<file path="src/hdl/grid_local_max_detector_top_assert.svh">
// assertion macros shared by the peak detector modules
`ifndef GRID_LOCAL_MAX_DETECTOR_TOP_ASSERT_SVH
`define GRID_LOCAL_MAX_DETECTOR_TOP_ASSERT_SVH

// condition must never hold at a clock edge outside reset
`define GLD_ASSERT_NEVER(label, cond, msg) \
  label: assert property (@(posedge clk) disable iff (rst) !(cond)) else $error(msg);

// antecedent in one cycle implies consequent in the next
`define GLD_ASSERT_NEXT(label, ante, cons, msg) \
  label: assert property (@(posedge clk) disable iff (rst) (ante) |=> (cons)) \
    else $error(msg);

`endif

</file>
<file path="src/hdl/gld_pkg.sv">
// shared types and constants of the grid peak detector
package gld_pkg;

  localparam int DEF_MAX_COLS    = 1024;
  localparam int DEF_MAX_ROWS    = 1024;
  localparam int DEF_SAMPLE_BITS = 16;

  localparam int CFG_W     = 11;
  localparam int CFG_IDX_W = 1;
  localparam int PEAK_W    = 10;

  localparam logic [CFG_W-1:0] GRID_DIM_RESET = 11'd1024;

  localparam logic [CFG_IDX_W-1:0] REG_GRID_ROWS = 1'd0;
  localparam logic [CFG_IDX_W-1:0] REG_GRID_COLS = 1'd1;

  // hit bit positions, also the order in which results leave
  localparam int HIT_UP   = 0;
  localparam int HIT_LEFT = 1;
  localparam int HIT_SELF = 2;
  localparam int HIT_W    = 3;

  localparam int QUEUE_DEPTH = 4;
  localparam int QPTR_W      = 2;
  localparam int QCNT_W      = 3;

  // decision record: position of the arriving cell and which cells it decided as peaks
  typedef struct packed {
    logic [PEAK_W-1:0] row;
    logic [PEAK_W-1:0] col;
    logic [HIT_W-1:0]  hits;
  } rec_t;

  typedef struct packed {
    logic full;
    logic almost_full;
  } q_level_t;

endpackage

</file>
<file path="src/hdl/gld_back.sv">
// back end: expands each decision record into its peak requests
module gld_back (
  input  logic                       clk,
  input  logic                       rst,
  input  logic                       head_valid,
  input  gld_pkg::rec_t              head_rec,
  output logic                       rec_pop,
  output logic                       empty,
  input  logic                       pop,
  output logic [gld_pkg::PEAK_W-1:0] peak_row,
  output logic [gld_pkg::PEAK_W-1:0] peak_col,
  output logic                       last_of_run
);
  import gld_pkg::*;

  `include "grid_local_max_detector_top_assert.svh"

  logic [HIT_W-1:0] done;
  logic [HIT_W-1:0] remaining;
  logic [HIT_W-1:0] cur;
  logic             take;

  assign remaining   = head_rec.hits & ~done;
  assign empty       = !head_valid;
  assign take        = pop && head_valid;
  assign last_of_run = ((remaining & ~cur) == '0);
  assign rec_pop     = take && last_of_run;

  always_comb begin
    cur = '0;
    priority if (remaining[HIT_UP]) begin
      cur[HIT_UP] = 1'b1;
      peak_row    = head_rec.row - PEAK_W'(1);
      peak_col    = head_rec.col;
    end else if (remaining[HIT_LEFT]) begin
      cur[HIT_LEFT] = 1'b1;
      peak_row      = head_rec.row;
      peak_col      = head_rec.col - PEAK_W'(1);
    end else begin
      cur[HIT_SELF] = 1'b1;
      peak_row      = head_rec.row;
      peak_col      = head_rec.col;
    end
  end

  always_ff @(posedge clk) begin
    if (rst) begin
      done <= '0;
    end else if (take) begin
      done <= last_of_run ? '0 : (done | cur);
    end
  end

  `GLD_ASSERT_NEXT(a_run_holds, take && !last_of_run, head_valid && (done != '0), "record left before its last peak request")

endmodule
</file>
<file path="config.mk">
export PLATFORM = sky130hd
export DESIGN_NAME = gld_back
export DESIGN_NICKNAME = d
export VERILOG_FILES = /design/src/hdl/gld_pkg.sv /design/src/hdl/gld_back.sv
export VERILOG_INCLUDE_DIRS = /design/src /design/src/hdl
export SDC_FILE = /design/constraint.sdc
export NUM_CORES = 1
export LEC_CHECK = 0
export BUFFER_PORTS_ARGS = -buffer_cell sky130_fd_sc_hd__buf_4
export CORE_MARGIN = 10
export CORE_UTILIZATION = 31
export DETAILED_ROUTE_END_ITERATION = 12
export PLACE_DENSITY_LB_ADDON = 0.15
export SYNTH_ARGS = -nofsm -noshare
export SYNTH_HDL_FRONTEND = slang
export SYNTH_SLANG_ARGS = --single-unit
</file>
<file path="constraint.sdc">
create_clock -name clk -period 1.67 [get_ports clk]
set_clock_uncertainty 0.2 [all_clocks]
set_input_delay 0.2505 -clock clk [delete_from_list [all_inputs] [get_ports clk]]
set_output_delay 0.2505 -clock clk [all_outputs]
set_load 0.01 [all_outputs]
</file>
==> results of run 1 <==
[stage by stage]
| stage | worst slack, ns | hold slack [ns] | util, % | instances |
|---|---|---|---|---|
| 4_1_cts | -0.445 | 0.175 | 86.2 | 164 |
| 5_1_grt | -0.531 | 0.252 | 90.2 | 166 |
| 3_5_place_dp | -0.504 | 0.247 | 69.9 | 155 |
| 6_report | -0.494 | 0.243 | 90.2 | 166 |
| 3_3_place_gp | -0.485 | 0.233 | 69.9 | 155 |
| 2_1_floorplan | -0.308 | 0.127 | - | 70 |
[worst min-delay path, cell delays in order]
cell and delay (ns):
buf_4 0.09, a31oi_1 0.10, nor3_1 0.16
[layout make-up]
class | instances | area, µm²
Sequential cell | 3 | 65.1
Timing Repair Buffer | 76 | 618
Tap cell | 16 | 20.0
Multi-Input combinational cell | 61 | 607
Inverter | 6 | 22.5
Fill cell | 68 | 148
Clock buffer | 4 | 26.3
[routing by layer]
| metal | vias up | GRT usage, % | routed length [µm] |
|---|---|---|---|
| met5 | - | 0 | 0 |
| met4 | 0 | 2.88 | 65 |
| met3 | 7 | 4.87 | 268 |
| met2 | 53 | 24.0 | 1790 |
| met1 | 402 | 12.9 | 1130 |
| li1 | 403 | - | - |
[where the power goes]
group / internal [W] / switching, W / total (W)
Clock: 0.0000897 / 0.0000398 / 0.000130
Sequential: 0.0000735 / 0.00000232 / 0.0000758
Combinational: 0.000183 / 0.000156 / 0.000339
[layout by cell type (no fill, tap or decap), types with 3 or more instances in the layout]
master     n
buf_4     63
buf_6     12
nor2_4     4
inv_1      5
clkbuf_4   3
nor2_1     3
xnor2_2    3
nand2_1    3
xor2_1    13
nor3_4     3
[repair_timing]
item                                    4_1_cts  5_1_grt
buffers inserted                              4        5
hold buffers                                  1        0
endpoints found under the setup margin       20       20
hold endpoints to repair                      1        0
gates resized for setup                      42       13
pin swaps                                    11       11
[kinds of logic after synthesis]
family	after synthesis	share of synthesized area, %
AOI/OAI and AO/OA	5	6.03
and+or+nand+nor	36	40.5
adders and majority gates	3	7.03
buffers and inverters	6	4.52
xor gates and xnor gates	17	29.9
DFF	3	12.1
[path summary, 6_finish.rpt]
kind / start / slack, ns / endpoint
worst min-delay path: pop / 0.24 / done[0]
worst max-delay path: head_rec[17] / -0.49 / peak_row[9]
worst min register to register: done[2] / 0.31 / done[2]
worst max register to register: done[1] / 0.10 / done[1]
==> flow_results.org, run 1 <==
** STA
- Setup tns final :: -4.72 ns
- Of the available clock period, the critical path in the final layout requires 130%.
- The max-slew violation total from the final report was 0.
- Final number of hold-violating endpoints :: 0
- Setup Viol. Count Final :: 22
- Rel. slew slack :: around 80%
- Minimum clock period :: 2.16 ns
- Transition time of the tightest slew-check pin :: ~0.28 ns
- Peak Freq :: about 460 MHz
- Across all setup checks in the final design, the least slack found is -0.494 ns.
- Setup repair after global routing could not meet its margin everywhere.

** Detailed routing
- Average detailed-routed wire length per instance :: 19.6 µm
- Dividing the detail-routed via count by the number of cells gives approximately 5.2.
- Count of routing violations after the opening detailed-route iteration :: 23
- For this run, the detailed router's first-pass iteration total came to 4.
- In the routed design, unresolved DRC markers number 0.
- Once detail routing completed, the nets flagged for antenna violations numbered 0.
- Summing over every cut layer, the via total after detailed routing is about 870.
- The routed design has 3260 µm of wire.

** Synth
- Synthesized flop and latch total :: 3
- By area the synthesized netlist is led by xor2_1, dfxtp_1, xnor2_1, nor3_1, nand2_1.
- Average footprint of a synthesized cell :: ~7.1 µm²
- Most used DFF post-synth :: dfxtp_1
- The synthesized design spends more area on one cell type than any other, namely xor2_1.
- Most frequent cell after synthesis :: xor2_1
- For this run, the number of Yosys warnings is 0.
- Async set-reset flop share out of synthesis :: 0%
- Synthesized netlist cell count :: 70
- Net count of the mapped netlist :: 99
- Most numerous cell types in the synthesized netlist :: xor2_1, nand2_1, nor2_1, inv_1, nor3_1
- In this run, synthesis inferred 0 flip-flops with an integrated enable.
- The number of different library cells used by synthesis comes to 23.
- Cell area after synthesis :: 498 µm²
- Share of Yosys cell area claimed by the top area cell type :: a little under a quarter
- Sequential share of the synthesized area :: between 10% and 20%

** Cells and area
- Layout Cell Area excl Fill :: roughly 1400 µm²
- Compared with the post-synthesis result, the final layout area differs by 173%.
- Fin nets :: 180
- Number of flip-flops under the largest register name :: 3
- Most flop-heavy register :: done
- The post-route netlist has 72.7% of its cells at a drive strength greater than 1.
- In the final layout, the registers with the most flip-flops are done (3).
- Number of antenna repair diodes :: 0

** Die
- Area of the placeable core :: 1510 µm²
- Vertical die dimension :: between 60 and 70 µm
- Measured along the x axis, the die boundary spans 60.1 µm.
- The floorplan step defined a die boundary enclosing 3610 µm².
- Initial Util :: about a third
- Std cell rows :: 14
- Pin placement for this block handled 50 I/O pins.

** Critical path
- Critical Path Fanout Max :: 2
- Logic depth of the worst setup path including buffers :: 6
- Depth of the worst register-to-register path :: 7
- On the worst path, the slowest cell contributes a delay of 0.53 ns.
- STA puts the critical path data arrival time at 1.71 ns.
- The worst setup path is launched from an input port.
- Critical path required time :: between 1 and 1.5 ns
- Top Family by Delay on Critical Path :: simple AND/OR/NAND/NOR gates
- The worst setup path is of the input port to output port kind.
- Buffers & Inverters on Critical Path :: 2
- Cell with the largest stage delay on the worst path :: or4_4
- CP cell instances :: buf_6 > or4_4 > or3_4 > nor3_4 > xor2_1 > buf_4
- Worst setup EP type :: output port

** Global route
- Overflow left after global routing :: 0
- Global routing consumed, over all layers together, approximately 13% of the routing resources.
- Number of global-route vias before repair :: between 800 and 900
- First-pass GRT wire length :: about 3700 µm
- Entering global routing, the biggest net connects 6 pins.
- Number of antenna violations at the first check in global routing :: 0

** Clock network
- The cell sitting at the root of the clock tree is a clkbuf_4.
- Number of levels in the clock H-tree :: 1
- Buffer depth of the longest clock path :: 2
- TritonCTS created 3 clock buffers.
- For the worst-skew pair, the clock arrives at the later sink with an insertion delay of between 0.2 and 0.25 ns.
- Clock-pin slew was measured on the worst setup and hold paths at roughly 0.04 ns.
- Count of clock tree sinks :: 3
- CTS tree :: built

** Pwr
- IR analysis of the VDD net gives a maximum drop of ~0.49 mV.
- For this design the ratio of total power to cell area is 401 nW/µm².
- Leak :: between 0.6 and 0.7 nW
- Overall Power :: between 0.0005 and 0.0006 W

** Worst hold path
- Hold Crit Class :: input port to flop
- Number of cells traversed by the worst hold path :: 3

** Place
- In this run the cell area measured after placement is roughly 1100 µm².
- At the end of routability-driven placement, the weighted congestion stood at 0.718.
- The HPWL after detailed placement is 1890 µm.
- IO Port Bufs :: slightly below 50

** Status
- Violations in the final reports :: setup timing
- Result of the run :: finished with violations

** Run
- Across the run, the number of max-cap violations was 0.
(Power assumes the default switching activity.)
==> run 2, diff against run 1 <==
Settings changed: BUFFER_PORTS_ARGS -buffer_cell sky130_fd_sc_hd__buf_4 to default, CORE_AREA from default to 10 10 47 49, CORE_MARGIN 10 to default, CORE_UTILIZATION 31 to default, DIE_AREA from default to 0 0 57 59, DONT_BUFFER_PORTS from default to 1, TNS_END_PERCENT from default to 50.
==> run 2 against run 1 <==
  * The flow still finishes with violations (setup timing)
  * Routed wire length decreased by 46%
  * Design area down 34%
  * Setup slack improved by 0.15 ns
  * Largest power group unchanged
==> flow_results.org, run 2 (synthesis results as in run 1) <==
** Place
- Placed wire-length estimate :: 1360 µm (was 1890 µm)
- The count of port buffers added during placement was 0 (was 49).
- The global placement routability congestion is 0.652 (was 0.718).
- Cell area reported after detailed placement :: 592 µm² (was 1050 µm²)

** Global route
- Maximum number of pins on one net before global-route repair :: 6 (unchanged)
- First-pass GRT wire length :: 2770 µm (was 3750 µm)
- The total routing resource utilization after global routing came to 9.97% (was 12.8%).
- The via count of the first global-routing pass is 603 (was 849).
- The global route total overflow is 0 (unchanged).
- The number of antenna violations at the first check in global routing is 0 (unchanged).

** Pwr
- Fraction of power spent switching nets :: 33.4% (was 36.4%)
- The power density over the cells was 407 nW/µm² (was 401 nW/µm²).
- The worst supply voltage drop on vdd was 0.421 mV (was 0.489 mV).
- Sequential Power Share :: 21.0% (was 13.9%)
- Leak :: 0.382 nW (was 0.683 nW)
- The internal power consumption is 0.000243 W (was 0.000347 W).
- The post-layout total power came to 0.000364 W (was 0.000545 W).
- Part of the total power dissipated in combinational logic :: 43.6% (was 62.3%)
- Sw Pwr :: 0.000122 W (was 0.000198 W)
- The clock network fraction of total power came to 35.4% (was 23.8%).

** Worst hold path
- Hold Crit Class :: input port to flop (unchanged)

** Clock network
- The clock tree from TritonCTS was built (unchanged).
- Cell chosen for the clock root :: clkbuf_4 (unchanged)
- The clock transition at the register clock pins on the worst setup and hold paths after CTS was 0.04 ns (about the same).
- Number of levels in the clock H-tree :: 1 (unchanged)
- The maximum root-to-sink buffer count was 2 (unchanged).
- The clock latency on the worst-skew pair was 0.24 ns (was 0.23 ns).
- Count of clock tree sinks :: 3 (unchanged)
- Number of buffers created by CTS :: 3 (unchanged)

** Critical path
- The start-to-end type of the worst setup path is input port to output port (unchanged).
- CP cell instances: or4_4 > or3_4 > nor3_2 > xor2_2 (was buf_6 > or4_4 > or3_4 > nor3_4 > xor2_1 > buf_4).
- Worst setup EP type :: output port (unchanged)
- Critical path required time :: 1.22 ns (about the same)
- The worst stage delay on the critical path came to 0.52 ns (was 0.53 ns).
- Cell with the largest stage delay on the worst path :: or4_4 (unchanged)
- Buffers & Inverters on Critical Path :: 0 (was 2)
- Critical path startpoint category :: input port (unchanged)
- Top Family by Delay on Critical Path :: simple AND/OR/NAND/NOR gates (unchanged)
- The top fanout value on the critical path came to 3 (was 2).
- Data arrival, critical path :: 1.56 ns (was 1.71 ns)

** Die
- The width of the die was 57 µm (was 60.1 µm).
- The starting density of the core is 35.5% (was 33.1%).
- Std cell rows :: 14 (unchanged)
- The vertical die dimension was 59 µm (was 60.1 µm).
- The area of the die is 3360 µm² (was 3610 µm²).
- I/O pin count :: 50 (unchanged)
- The standard cell core area came to 1400 µm² (was 1510 µm²).

** Detailed routing
- Total iterations of the first detailed-routing run :: 3 (was 4)
- Number of remaining DRC errors :: 0 (unchanged)
- Post-detailed-route via-to-cell ratio :: 5.29 (was 5.21)
- The routed length per instance came to 16.6 µm (was 19.6 µm).
- Count of routing violations after the opening detailed-route iteration :: 15 (was 23)
- DRT Wirelength :: 1770 µm (was 3260 µm)
- Post-route antenna net violation count :: 0 (unchanged)
- The total number of vias came to 566 (was 865).

** Cells and area
- Top library cells by usage in the layout, fill and taps aside :: buf_4, xor2_2, inv_1, xor2_1, nand2_1 (was buf_4, xor2_1, buf_6, inv_1, nor2_4)
- Share of layout cells above drive strength 1 :: 60.4% (was 72.7%)
- The post-layout utilization of the core came to 63.9% (was 90.2%).
- The number of flip-flops under the largest register name is 3 (unchanged).
- Fin nets :: 121 (was 180)
- Number of antenna repair diodes :: 0 (unchanged)
- The post-route standard cell area excluding fillers is 896 µm² (was 1360 µm²).
- The most common library cell in the layout ignoring fill and taps is buf_4 (unchanged).
- Area growth syn-to-layout :: 79.9% (was 173%)
- Most flop-heavy register :: done (unchanged)
- Registers with the most flip-flops :: done (3) (unchanged)

** STA
- The worst-case setup margin in the final layout came to -0.342 ns (was -0.494 ns).
- RSZ-0062 raised after global routing: true (unchanged).
- The max-slew violation total from the final report came to 0 (unchanged).
- Minimum clock period :: 2.01 ns (was 2.16 ns)
- The fmax is 497 MHz (was 462 MHz).
- Transition time of the tightest slew-check pin :: 0.317 ns (was 0.276 ns)
- Rel. slew slack :: 78.7% (was 81.4%)
- Setup Viol. Count Final :: 14 (was 22)
- Hold_ws :: 0.0220 ns (was 0.243 ns)
- The number of hold violations in the final report came to 0 (unchanged).
- Final worst path period share :: 121% (was 130%)

** Run
- Max-capacitance violation count :: 0 (unchanged)

** Status
- Violations in the final reports :: setup timing (unchanged)
- Result of the run :: finished with violations (unchanged)
[run 2: cell count changes in the layout (fill, tap and decap cells not counted), moves of 2 or more]
cell,change
buf_4,-49
buf_6,-10
nand2_1,+2
nand2_2,-2
nor2_1,-2
nor2_2,+2
nor3_2,+2
nor3_4,-2
o21ai_1,+2
xor2_1,-8
xor2_2,+8
[run 2: per-layer routing]
metal  global-route usage [%]  vias to the layer above  wire length (µm)
li1                         -                      275                 -
met1                     8.47                      260               523
met2                     18.8                       29               986
met3                     4.94                        2               239
met4                     5.03                        0                22
met5                        0                        -                 0
[run 2: final cells by class]
| class | count | area (µm²) |
|---|---|---|
| multi-input cells | 61 | 627 |
| well taps | 16 | 20.0 |
| inverters | 6 | 22.5 |
| fillers | 127 | 505 |
| clock buffers | 4 | 26.3 |
| flip-flops and latches | 3 | 62.6 |
| repair buffers | 17 | 138 |
[run 2: final timing paths]
path,start,endpoint,slack [ns],depth (start not counted)
worst min-delay path,head_rec[0],done[0],0.02,2
worst min register to register,done[2],done[2],0.27,1
worst max register to register,done[0],done[1],0.23,6
worst max-delay path,head_rec[17],peak_row[9],-0.34,4
[run 2: metrics by stage]
step,std cells,setup TNS [ns],setup WS [ns]
final,107,-2.79,-0.342
after global routing,107,-3.63,-0.384
after CTS,105,-2.74,-0.350
after detailed placement,95,-1.19,-0.356
after global placement,95,-1.14,-0.350
after floorplan,70,-0.774,-0.308
[run 2: repair_timing]
item,CTS,global route
buffers inserted,5,2
pin swaps,17,14
gates resized for setup,29,17
endpoints found under the setup margin,19,20
hold endpoints to repair,3,0
hold buffers,1,0
[run 2: worst reg2reg max path: stages (launching register included)]
cell,delay (ns)
dfxtp_2,0.35
nor2b_4,0.05
buf_4,0.13
maj3_2,0.32
nor2_2,0.09
buf_4,0.13
nor3_1,0.05
[run 2: power by group through the flow]
stage               sequential [W]  clock, W  combinational [W]
global route             0.0000769  0.000137           0.000175
global placement         0.0000763         0           0.000117
finish                   0.0000767  0.000129           0.000159
floorplan                0.0000760         0          0.0000812
CTS                      0.0000762  0.000135           0.000148
detailed placement       0.0000763         0           0.000118
