### src/hdl/grid_local_max_detector_top_assert.svh
// assertion macros shared by the peak detector modules
`ifndef GRID_LOCAL_MAX_DETECTOR_TOP_ASSERT_SVH
`define GRID_LOCAL_MAX_DETECTOR_TOP_ASSERT_SVH

// condition must never hold at a clock edge outside reset
`define GLD_ASSERT_NEVER(label, cond, msg) \
  label: assert property (@(posedge clk) disable iff (rst) !(cond)) else $error(msg);

// antecedent in one cycle implies consequent in the next
`define GLD_ASSERT_NEXT(label, ante, cons, msg) \
  label: assert property (@(posedge clk) disable iff (rst) (ante) |=> (cons)) \
    else $error(msg);

`endif

### src/hdl/gld_pkg.sv
// shared types and constants of the grid peak detector
package gld_pkg;

  localparam int DEF_MAX_COLS    = 1024;
  localparam int DEF_MAX_ROWS    = 1024;
  localparam int DEF_SAMPLE_BITS = 16;

  localparam int CFG_W     = 11;
  localparam int CFG_IDX_W = 1;
  localparam int PEAK_W    = 10;

  localparam logic [CFG_W-1:0] GRID_DIM_RESET = 11'd1024;

  localparam logic [CFG_IDX_W-1:0] REG_GRID_ROWS = 1'd0;
  localparam logic [CFG_IDX_W-1:0] REG_GRID_COLS = 1'd1;

  // hit bit positions, also the order in which results leave
  localparam int HIT_UP   = 0;
  localparam int HIT_LEFT = 1;
  localparam int HIT_SELF = 2;
  localparam int HIT_W    = 3;

  localparam int QUEUE_DEPTH = 4;
  localparam int QPTR_W      = 2;
  localparam int QCNT_W      = 3;

  // decision record: position of the arriving cell and which cells it decided as peaks
  typedef struct packed {
    logic [PEAK_W-1:0] row;
    logic [PEAK_W-1:0] col;
    logic [HIT_W-1:0]  hits;
  } rec_t;

  typedef struct packed {
    logic full;
    logic almost_full;
  } q_level_t;

endpackage

### src/hdl/gld_queue.sv
// small fifo of decision records between front and back
module gld_queue (
  input  logic              clk,
  input  logic              rst,
  input  logic              push,
  input  gld_pkg::rec_t     push_rec,
  output gld_pkg::q_level_t lvl,
  input  logic              pop,
  output logic              head_valid,
  output gld_pkg::rec_t     head_rec
);
  import gld_pkg::*;

  `include "grid_local_max_detector_top_assert.svh"

  rec_t              entries [QUEUE_DEPTH];
  logic [QPTR_W-1:0] wr_ptr;
  logic [QPTR_W-1:0] rd_ptr;
  logic [QCNT_W-1:0] count;
  logic              do_pop;

  assign do_pop          = pop && head_valid;
  assign head_valid      = (count != '0);
  assign head_rec        = entries[rd_ptr];
  assign lvl.full        = (count == QCNT_W'(QUEUE_DEPTH));
  assign lvl.almost_full = (count >= QCNT_W'(QUEUE_DEPTH - 1));

  always_ff @(posedge clk) begin
    if (rst) begin
      wr_ptr <= '0;
      rd_ptr <= '0;
      count  <= '0;
    end else begin
      if (push) begin
        wr_ptr <= wr_ptr + QPTR_W'(1);
      end
      if (do_pop) begin
        rd_ptr <= rd_ptr + QPTR_W'(1);
      end
      unique case ({push, do_pop})
        2'b10:   count <= count + QCNT_W'(1);
        2'b01:   count <= count - QCNT_W'(1);
        default: count <= count;
      endcase
    end
  end

  always_ff @(posedge clk) begin
    if (push) begin
      entries[wr_ptr] <= push_rec;
    end
  end

  `GLD_ASSERT_NEVER(a_count_range, count > QCNT_W'(QUEUE_DEPTH), "queue count beyond depth")

endmodule

### config.mk
export PLATFORM = sky130hd
export DESIGN_NAME = gld_queue
export DESIGN_NICKNAME = d
export VERILOG_FILES = /design/src/hdl/gld_pkg.sv /design/src/hdl/gld_queue.sv
export VERILOG_INCLUDE_DIRS = /design/src /design/src/hdl
export SDC_FILE = /design/constraint.sdc
export NUM_CORES = 1
export LEC_CHECK = 0
export ABC_CLOCK_PERIOD_IN_PS = 2200
export BUFFER_PORTS_ARGS = -buffer_cell sky130_fd_sc_hd__buf_2
export CORE_MARGIN = 1.5
export CORE_UTILIZATION = 30
export CTS_CLUSTER_SIZE = 25
export DETAILED_ROUTE_END_ITERATION = 7
export PLACE_DENSITY = 0.46
export REMOVE_ABC_BUFFERS = 1
export SLEW_MARGIN = 20
export SYNTH_ARGS = -nofsm -noshare
export SYNTH_HDL_FRONTEND = slang
export SYNTH_SLANG_ARGS = --single-unit
### constraint.sdc
create_clock -name clk -period 2.2 [get_ports clk]
set_input_delay 0.44 -clock clk [delete_from_list [all_inputs] [get_ports clk]]
set_output_delay 0.44 -clock clk [all_outputs]
set_load 0.01 [all_outputs]
==> results of run 1 <==
## state kept, by name (all words and copies together), names as in the netlist, named ones only
| name | flops |
|---|---|
| count | 3 |
| wr_ptr | 2 |
| entries | 92 |
| rd_ptr | 2 |
## logic make-up (layout without fill, tap and decap cells)
kind of cell	Yosys count	count (layout)	synth area share
xor gates and xnor gates	5	5	0.0115
buffers and inverters	12	87	0.0230
DFF	101	101	0.772
muxes	24	24	0.142
AOI/OAI and AO/OA	6	6	0.0105
and+or+nand+nor	15	15	0.0194
adders and majority gates	6	6	0.0217
## where the power goes
| group | switching, W | total (W) | leakage, nW | internal, W |
|---|---|---|---|---|
| registers | 0.0000840 | 0.00231 | 0.919 | 0.00223 |
| logic | 0.000450 | 0.000942 | 0.544 | 0.000491 |
| clock network | 0.000697 | 0.00170 | 0.150 | 0.00100 |
| total | 0.00123 | 0.00495 | 1.61 | 0.00372 |
## cells in the final DEF, fill, tap and decap left out, types with 2 or more instances in the layout
cell and instances:
ha_1 5, buf_4 12, dfxtp_1 8, buf_2 52, mux4_1 3, edfxtp_1 92
inv_1 6, mux4_2 20, clkinvlp_4 2, xnor2_1 2, bufinv_16 2, or3_1 2
xor2_1 3, nor2_1 8, a21oi_1 2, inv_6 2, and2_1 4, clkbuf_16 9
## routing by layer
layer	vias up	track usage	wire length (um)
li1	823	-	-
met1	914	0.159	3260
met2	49	0.161	3060
met3	13	0.0329	312
met4	0	0.0561	143
met5	-	0	0
## what timing repair did
action	CTS	global route
resized for setup	1	0
setup endpoints to repair	13	0
hold buffers	0	0
## through the flow
stage / instance area (sq um) / total power (W) / std cells
CTS: 4650 / 0.00504 / 412
detailed placement: 4330 / 0.00332 / 396
global placement: 4330 / 0.00332 / 396
floorplan: 3740 / 0.00291 / 163
finish: 4650 / 0.00495 / 412
global route: 4650 / 0.00519 / 412
## area by class of cell
class | count | area share
clock buffer | 9 | 0.0484
clock inverter | 7 | 0.0207
inverter | 6 | 0.00484
multi-input combinational | 56 | 0.168
sequential | 101 | 0.634
tap | 168 | 0.0452
timing repair buffer | 65 | 0.0796
## worst max-delay path, stage by stage (launching register included)
cell and delay [ns]:
dfxtp_4 0.44, buf_4 0.18, mux4_1 0.53, buf_2 0.15
## path summary, 6_finish.rpt
kind | cells after the start | from | end | slack, ns
hold / removal | 1 | push_rec[4] | entries[3][4] | 0.31
setup / recovery | 3 | flop | head_rec[13] | 0.1
hold reg to reg | 2 | rd_ptr[0] | flop | 0.53
setup reg to reg | 7 | count[1] | count[2] | 0.30
==> key figures, run 1 <==
Floorplanning
  – Die area: between 10,000 and 15,000 sq um
  – Row Count: 40
  – Initial Util: 0.312
  – Chip width: roughly 120 um
  – Core ar.: approximately 12,000 sq um
  – IO Count: 53
  – Die Span Y: between 100 and 150 um

STA
  – Worst Tran Pin Value: ~0.47 ns
  – Final worst-path cycle share: 0.956
  – TNS Setup: 0 ns
  – Setup violations, final: 0
  – Crit path time final: approximately 2.1 ns
  – Count of final hold-check violations: 0
  – Setup Skew: roughly 0.0097 ns
  – Max-slew headroom at the worst pin: 0.682
  – RSZ-0062 raised after global routing: no
  – Max Freq: around 0.48 GHz
  – Worst hold slack: between 0.3 and 0.4 ns
  – Max-slew violations: 0
  – PnR worst setup slack: about 0.096 ns

Cells and area
  – Util after Layout: 0.381
  – Antenna diodes: 0
  – Area of the multi-input gates: just under 800 sq um
  – Fill count: 1,155
  – Layout cells sized above 1: 0.414
  – FF/Latch Area: ~2900 sq um
  – Synth-to-Final Area Change: 22.1%
  – Layout net count: ~270

Global routing
  – Gr usage total: 0.113
  – Largest net degree at the start of global routing: 18
  – First-pass GRT wire length: between 10 and 15 mm
  – Initial antenna violation count: 0
  – Grt ovf: 0
  – Vias in the first global route: between 1,500 and 2,000

Placed design
  – Final HPWL DP: 4.34 mm
  – GP Congestion: between 0.6 and 0.7
  – Setup WS pre-CTS: between 0.2 and 0.25 ns
  – Port bufs: 52

Routing
  – WL/cell: 16.4 um
  – Routed Antenna Nets: 0
  – DR vias/cell: approximately 4.4
  – Residual DRC: 0
  – Drt pass-1 iters: 4
  – Detailed Route WL: 6.77 mm
  – Vias post-DR: between 1,500 and 2,000
  – Number of DRC markers in iteration 0: between 90 and 100

Clocking
  – Postcts setup bufs: 0
  – Worst skew pair latency: about 0.35 ns
  – Clock sink count: between 100 and 150
  – CTS max path bufs: 2
  – H-tree lvl count: 3
  – TritonCTS Buffers: 9
  – Clock Pin Slew Worst Setup and Hold Paths: approximately 0.070 ns
  – Root buffer cell: clkbuf_16
  – CTS tree: built

Synth
  – Async set-or-reset flop fraction in the synthesized netlist: 0
  – Post-synth EDFFs: 92
  – Post-Synthesis Cells: roughly 170
  – Top post-synthesis cells by area: edfxtp_1, mux4_2, dfxtp_1, mux4_1, ha_1
  – Post-synthesis register bit count: 101
  – Mapped Area: 3810 sq um
  – Area leader, netlist: edfxtp_1
  – Yosys warns: 0
  – Synth cell types: 23
  – Syn Area/Cell: about 23 sq um
  – Count leader, synth: edfxtp_1
  – Register area share after synthesis: 0.772
  – Main synth FF type: edfxtp_1
  – Synth top area share: 0.725
  – Most frequent cells after synthesis: edfxtp_1, mux4_2, dfxtp_1, nor2_1, inv_1

Critical path
  – Element type at the critical path start: flop
  – Crit path DAT: about 1.7 ns
  – Worst path required time: about 1.8 ns
  – Endpoint class of the critical path: output pin
  – Crit Path Class: reg -> out
  – Crit Path Max Fanout: 8

Pwr
  – Max VDD drop: approximately 0.00042 V
  – Power per Cell Area: 1060 nW/um^2
  – Pleak: 1.61 nW

Hold path
  – Hold Path Class: in -> reg

Run
  – Number of max-cap violations: 0

Outcome
  – Status: complete, no violations
No activity file was read; power rests on OpenSTA's default activity.
==> run 2, diff against run 1 <==
--- a/config.mk
+++ b/config.mk
@@ -6,13 +6,13 @@
 export SDC_FILE = /design/constraint.sdc
 export NUM_CORES = 1
 export LEC_CHECK = 0
-export ABC_CLOCK_PERIOD_IN_PS = 2200
 export BUFFER_PORTS_ARGS = -buffer_cell sky130_fd_sc_hd__buf_2
 export CORE_MARGIN = 1.5
-export CORE_UTILIZATION = 30
+export CORE_UTILIZATION = 31
+export CTS_BUF_LIST = sky130_fd_sc_hd__clkbuf_16
 export CTS_CLUSTER_SIZE = 25
 export DETAILED_ROUTE_END_ITERATION = 7
-export PLACE_DENSITY = 0.46
+export PLACE_DENSITY = 0.47
 export REMOVE_ABC_BUFFERS = 1
 export SLEW_MARGIN = 20
 export SYNTH_ARGS = -nofsm -noshare
==> run 2 against run 1 <==
Die area shrank 3.1%. Largest cell class unchanged. Maximum frequency grew 0.62%. First-iteration DRC count shrank 47%. Sequential power is essentially flat. Hold slack gained 0.00073 ns. Combinational power shrank 2%. Setup slack gained 0.013 ns. Highest routed layer unchanged.
==> key figures, run 2 (synthesis results as in run 1) <==
Outcome
  – Status: complete, no violations

STA
  – Crit path time final: 2.09 ns (-0.0130 ns)
  – RSZ-0062 raised after global routing: no
  – Worst Tran Pin Value: 0.441 ns (-0.0296 ns)
  – Max-slew headroom at the worst pin: 0.702 (+0.0200)
  – Setup violations, final: 0 (unchanged)
  – Setup Skew: 0.00706 ns (-0.00264 ns)
  – Final worst-path cycle share: 0.950 (-0.00591)
  – Worst hold slack: 0.308 ns (+0.000729 ns)
  – Count of final hold-check violations: 0 (unchanged)
  – Max Freq: 0.478 GHz (+0.62%)
  – Max-slew violations: 0 (unchanged)
  – TNS Setup: 0 ns (unchanged)

Critical path
  – Crit path DAT: 1.65 ns (about the same)
  – Element type at the critical path start: flop
  – Reg2Reg Depth: 7 (unchanged)
  – Endpoint class of the critical path: output pin
  – Worst Setup EP: head_rec[12]
  – Worst path required time: 1.76 ns (about the same)
  – FF-to-FF setup slack: 0.30 ns (about the same)
  – RR Startpoint: count[0]
  – Reg-to-reg endpoint: count[2]
  – Crit Path Class: reg -> out
  – Crit Path Max Fanout: 23 (+15)

Routing
  – Number of DRC markers in iteration 0: 50 (-47%)
  – Residual DRC: 0 (unchanged)
  – Detailed Route WL: 6.37 mm (-5.9%)
  – DR vias/cell: 4.54 (+4.0%)
  – Drt pass-1 iters: 4 (unchanged)
  – Routed Antenna Nets: 0 (unchanged)
  – WL/cell: 16.6 um (+1.2%)
  – Vias post-DR: 1,739 (-3.3%)

Pwr
  – Power per Cell Area: 1060 nW/um^2 (-0.34%)
  – Pleak: 1.58 nW (-1.8%)
  – Max VDD drop: 0.000488 V (+15%)

Global routing
  – Initial antenna violation count: 0 (unchanged)
  – First-pass GRT wire length: 9.76 mm (-8.6%)
  – Largest net degree at the start of global routing: 24 (+6)
  – Gr usage total: 0.106 (-0.00698)
  – Grt ovf: 0 (unchanged)
  – Vias in the first global route: 1,781 (-7.0%)

Floorplanning
  – IO Count: 53 (unchanged)
  – Chip width: 114 um (-1.6%)
  – Core ar.: 12,000 sq um (-1.6%)
  – Die Span Y: 114 um (-1.6%)
  – Initial Util: 0.317 (+0.00520)
  – Row Count: 40 (unchanged)
  – Die area: 13,000 sq um (-3.1%)

Cells and area
  – Layout net count: 265 (-2.6%)
  – Commonest cells after routing, fill and taps aside: edfxtp_1, buf_2, mux4_2, clkbuf_16
  – Largest register by flop count: entries
  – Largest regs: entries x92, count x3
  – Final instance area: 4550 sq um (-2.1%)
  – Util after Layout: 0.379 (-0.00167)
  – Synth-to-Final Area Change: 19.5%
  – Max reg flops: 92 (unchanged)
  – Antenna diodes: 0 (unchanged)
  – Leading cell type in the layout, fill and taps excluded: edfxtp_1
  – Fill count: 1,110 (-3.9%)
  – Layout cells sized above 1: 0.390 (-0.0241)
  – Layout Cells excl Fill: 383 (-7.0%)

Clocking
  – Root buffer cell: clkbuf_16
  – CTS tree: built
  – Clock sink count: 101 (unchanged)
  – TritonCTS Buffers: 9 (unchanged)
  – Worst skew pair latency: 0.34 ns (about the same)
  – H-tree lvl count: 3 (unchanged)
  – # resized after CTS: 0 (-1)
  – Clock Pin Slew Worst Setup and Hold Paths: 0.07 ns (about the same)
  – CTS max path bufs: 2 (unchanged)
  – Postcts setup bufs: 0 (unchanged)
  – Hold-fix buffers, CTS: 0 (unchanged)

Hold path
  – Hold Path Class: in -> reg

Placed design
  – Final HPWL DP: 3.70 mm (-15%)
  – Placed Cells: 368 (-7.1%)
  – Placed cell area: 4250 sq um (-1.8%)
  – GP Congestion: 0.705 (+3.8%)
  – Port bufs: 52 (unchanged)

Run
  – Number of max-cap violations: 0 (unchanged)
-- run 2: how the worst min path moves through the flow --
stage / from / end / slack, ns / cells after the start
floorplan: rd_ptr[1] / flop / 0.48 / 2
finish: push_rec[4] / entries[1][4] / 0.31 / 1
global route: push_rec[18] / entries[3][18] / 0.30 / 1
global placement: rd_ptr[1] / rd_ptr[1] / 0.50 / 2
CTS: push_rec[19] / entries[1][19] / 0.30 / 1
detailed placement: rd_ptr[1] / flop / 0.53 / 2
-- run 2: metal layers --
layer  global-route usage  up-vias  part of all wire
met1                0.134      883              0.46
li1                     -      811                 -
met2                0.162       38              0.47
met5                    0        -                 0
met4               0.0350        0             0.014
met3               0.0505        7             0.058
-- run 2: cell type report --
class / instances / area (sq um) / area share
Sequential cell: 101 / 2940 / 0.646
Timing Repair Buffer: 58 / 318 / 0.0698
Inverter: 6 / 22.5 / 0.00495
Clock inverter: 6 / 81.3 / 0.0179
Clock buffer: 9 / 225 / 0.0495
Tap cell: 147 / 184 / 0.0404
Multi-Input combinational cell: 56 / 779 / 0.171
-- run 2: critical path, cell delays in order (launching register included) --
cell and delay, ns:
dfxtp_2 0.34, buf_12 0.23, mux4_1 0.59, buf_2 0.16
-- run 2: report_power, final --
group          leakage [nW]  switching (W)  total (W)  internal (W)
Clock                 0.158       0.000637    0.00162      0.000981
Sequential            0.919      0.0000609    0.00229       0.00222
Combinational         0.507       0.000460   0.000927      0.000467
Total                  1.58        0.00116    0.00483       0.00367
-- run 2: through the flow --
stage	total power [W]	setup WS [ns]
after floorplan	0.00291	-0.0479
after global placement	0.00328	0.254
after detailed placement	0.00328	0.212
after CTS	0.00490	0.0629
after global routing	0.00506	0.00821
final	0.00483	0.109
==> run 3, diff against run 2 <==
--- a/config.mk
+++ b/config.mk
@@ -6,7 +6,7 @@
 export SDC_FILE = /design/constraint.sdc
 export NUM_CORES = 1
 export LEC_CHECK = 0
-export BUFFER_PORTS_ARGS = -buffer_cell sky130_fd_sc_hd__buf_2
+export BUFFER_PORTS_ARGS = -buffer_cell sky130_fd_sc_hd__buf_4
 export CORE_MARGIN = 1.5
 export CORE_UTILIZATION = 31
 export CTS_BUF_LIST = sky130_fd_sc_hd__clkbuf_16
==> run 3 against run 2 <==
Sequential power about the same. Wire length up 2.8%. Power fell by 0.26%. Die area did not move. Final area up 2.3%. Non-clock buffer count is the same. First-iteration DRC count increased by 34%. Combinational power is 11% higher. Largest cell class unchanged.
==> key figures, run 3 (synthesis results as in run 1) <==
Clocking
  – CTS tree: built
  – Postcts setup bufs: 0 (unchanged)
  – Clock sink count: 101 (unchanged)
  – Clock Pin Slew Worst Setup and Hold Paths: 0.06 ns (about the same)
  – TritonCTS Buffers: 9 (unchanged)
  – Root buffer cell: clkbuf_16
  – CTS max path bufs: 2 (unchanged)
  – Worst skew pair latency: 0.34 ns (about the same)
  – Hold-fix buffers, CTS: 0 (unchanged)
  – H-tree lvl count: 3 (unchanged)
  – # resized after CTS: 0 (unchanged)

Routing
  – Residual DRC: 0 (unchanged)
  – Vias post-DR: 1,729 (-0.58%)
  – Drt pass-1 iters: 4 (unchanged)
  – Detailed Route WL: 6.55 mm (+2.8%)
  – WL/cell: 17.1 um (+3.1%)
  – Routed Antenna Nets: 0 (unchanged)
  – DR vias/cell: 4.53 (-0.31%)
  – Number of DRC markers in iteration 0: 67 (+34%)

Critical path
  – Critical-path top delay cell: mux4_1
  – Crit Path Max Fanout: 23 (unchanged)
  – Crit Path Class: reg -> out
  – Worst path required time: 1.76 ns (about the same)
  – Element type at the critical path start: flop
  – CP Cell Sequence: buf_12 -> mux4_1 -> buf_4
  – Endpoint class of the critical path: output pin
  – CP max stage delay: 0.59 ns (about the same)
  – RR Startpoint: count[0]
  – Crit path DAT: 1.66 ns (about the same)

Pwr
  – Total power: 0.00482 W (-0.26%)
  – Pleak: 1.61 nW (+1.5%)
  – Power per Cell Area: 1030 nW/um^2 (-2.5%)
  – Max VDD drop: 0.000508 V (+4.1%)

Floorplanning
  – Die area: 13,000 sq um (unchanged)
  – Die Span Y: 114 um (unchanged)
  – Row Count: 40 (unchanged)
  – Core ar.: 12,000 sq um (unchanged)
  – IO Count: 53 (unchanged)
  – Initial Util: 0.317 (unchanged)
  – Chip width: 114 um (unchanged)

Placed design
  – Final HPWL DP: 3.76 mm (+1.8%)
  – GP Congestion: 0.683 (-3.0%)
  – Placed cell area: 4380 sq um (+3.1%)
  – Port bufs: 52 (unchanged)
  – Placed Cells: 368 (unchanged)

Cells and area
  – Util after Layout: 0.388 (+0.00865)
  – Largest register by flop count: entries
  – Commonest cells after routing, fill and taps aside: edfxtp_1, buf_4, mux4_2, clkbuf_16
  – Layout net count: 265 (unchanged)
  – Antenna diodes: 0 (unchanged)
  – FF/Latch Area: 2940 sq um (unchanged)
  – Largest regs: entries x92, count x3
  – Synth-to-Final Area Change: 22.3%
  – Layout cells sized above 1: 0.391 (+0.00166)
  – Area of the multi-input gates: 779 sq um (unchanged)
  – Final instance area: 4660 sq um (+2.3%)
  – Max reg flops: 92 (unchanged)
  – Layout Cells excl Fill: 382 (-0.26%)
  – Fill count: 1,092 (-1.6%)
  – Leading cell type in the layout, fill and taps excluded: edfxtp_1

STA
  – Setup Skew: 0.00568 ns (-0.00137 ns)
  – Worst hold slack: 0.296 ns (-0.0127 ns)
  – Setup violations, final: 0 (unchanged)
  – Final worst-path cycle share: 0.956 (+0.00524)
  – RSZ-0062 raised after global routing: no
  – Max-slew headroom at the worst pin: 0.669 (-0.0328)
  – Crit path time final: 2.10 ns (+0.0115 ns)
  – Worst Tran Pin Value: 0.490 ns (+0.0486 ns)
  – Max-slew violations: 0 (unchanged)
  – Max Freq: 0.476 GHz (-0.55%)
  – Count of final hold-check violations: 0 (unchanged)

Global routing
  – First-pass GRT wire length: 10.3 mm (+5.6%)
  – Vias in the first global route: 1,846 (+3.6%)
  – Initial antenna violation count: 0 (unchanged)
  – Grt ovf: 0 (unchanged)
  – Gr usage total: 0.112 (+0.00610)
  – Largest net degree at the start of global routing: 24 (unchanged)

Hold path
  – Hold Path Class: in -> reg
  – Min-delay src: push_rec[4]

Outcome
  – Status: complete, no violations

Run
  – Number of max-cap violations: 0 (unchanged)
## run 3: changes by cell type in the layout (fill, tap and decap cells not counted), sizes merged
cell	delta
inv	-1
bufinv	-1
clkinvlp	+1
## run 3: final cells by class
type | instances | share of cell area
Multi-Input combinational cell | 56 | 0.167
Clock buffer | 9 | 0.0483
Sequential cell | 101 | 0.632
Clock inverter | 5 | 0.0118
Tap cell | 147 | 0.0395
Inverter | 6 | 0.00483
Timing Repair Buffer | 58 | 0.0962
## run 3: metrics by stage
step | setup slack (ns) | setup TNS, ns
after floorplan | -0.0479 | -0.144
final | 0.0974 | 0
after global routing | 0.0167 | 0
after CTS | 0.0536 | 0
after global placement | 0.260 | 0
after detailed placement | 0.237 | 0
## run 3: per-layer routing
layer  GRT usage  share of wire  wire, um  vias up
li1            -              -         -      805
met1       0.140           0.46      2980      870
met2       0.173           0.47      3060       41
met3      0.0468          0.058       380       13
met4      0.0475          0.018       121        0
met5           0              0         0        -
## run 3: worst paths after layout
kind                            depth (start not counted)  slack, ns       endpoint
worst max register to register                          7       0.31       count[2]
worst max-delay path                                    3        0.1   head_rec[12]
worst min-delay path                                    1       0.30  entries[2][4]
worst min register to register                          2       0.54      rd_ptr[1]
## run 3: where the power goes
part	internal [W]	switching, W	total (W)
sequential	0.00223	0.0000615	0.00229
clock	0.000863	0.000635	0.00150
combinational	0.000563	0.000469	0.00103
## run 3: worst max-delay path, delay by kind of cell (launching register included)
| family | cells | cell delay [ns] |
|---|---|---|
| muxes | 1 | 0.59 |
| DFF | 1 | 0.34 |
| buffers and inverters | 2 | 0.39 |
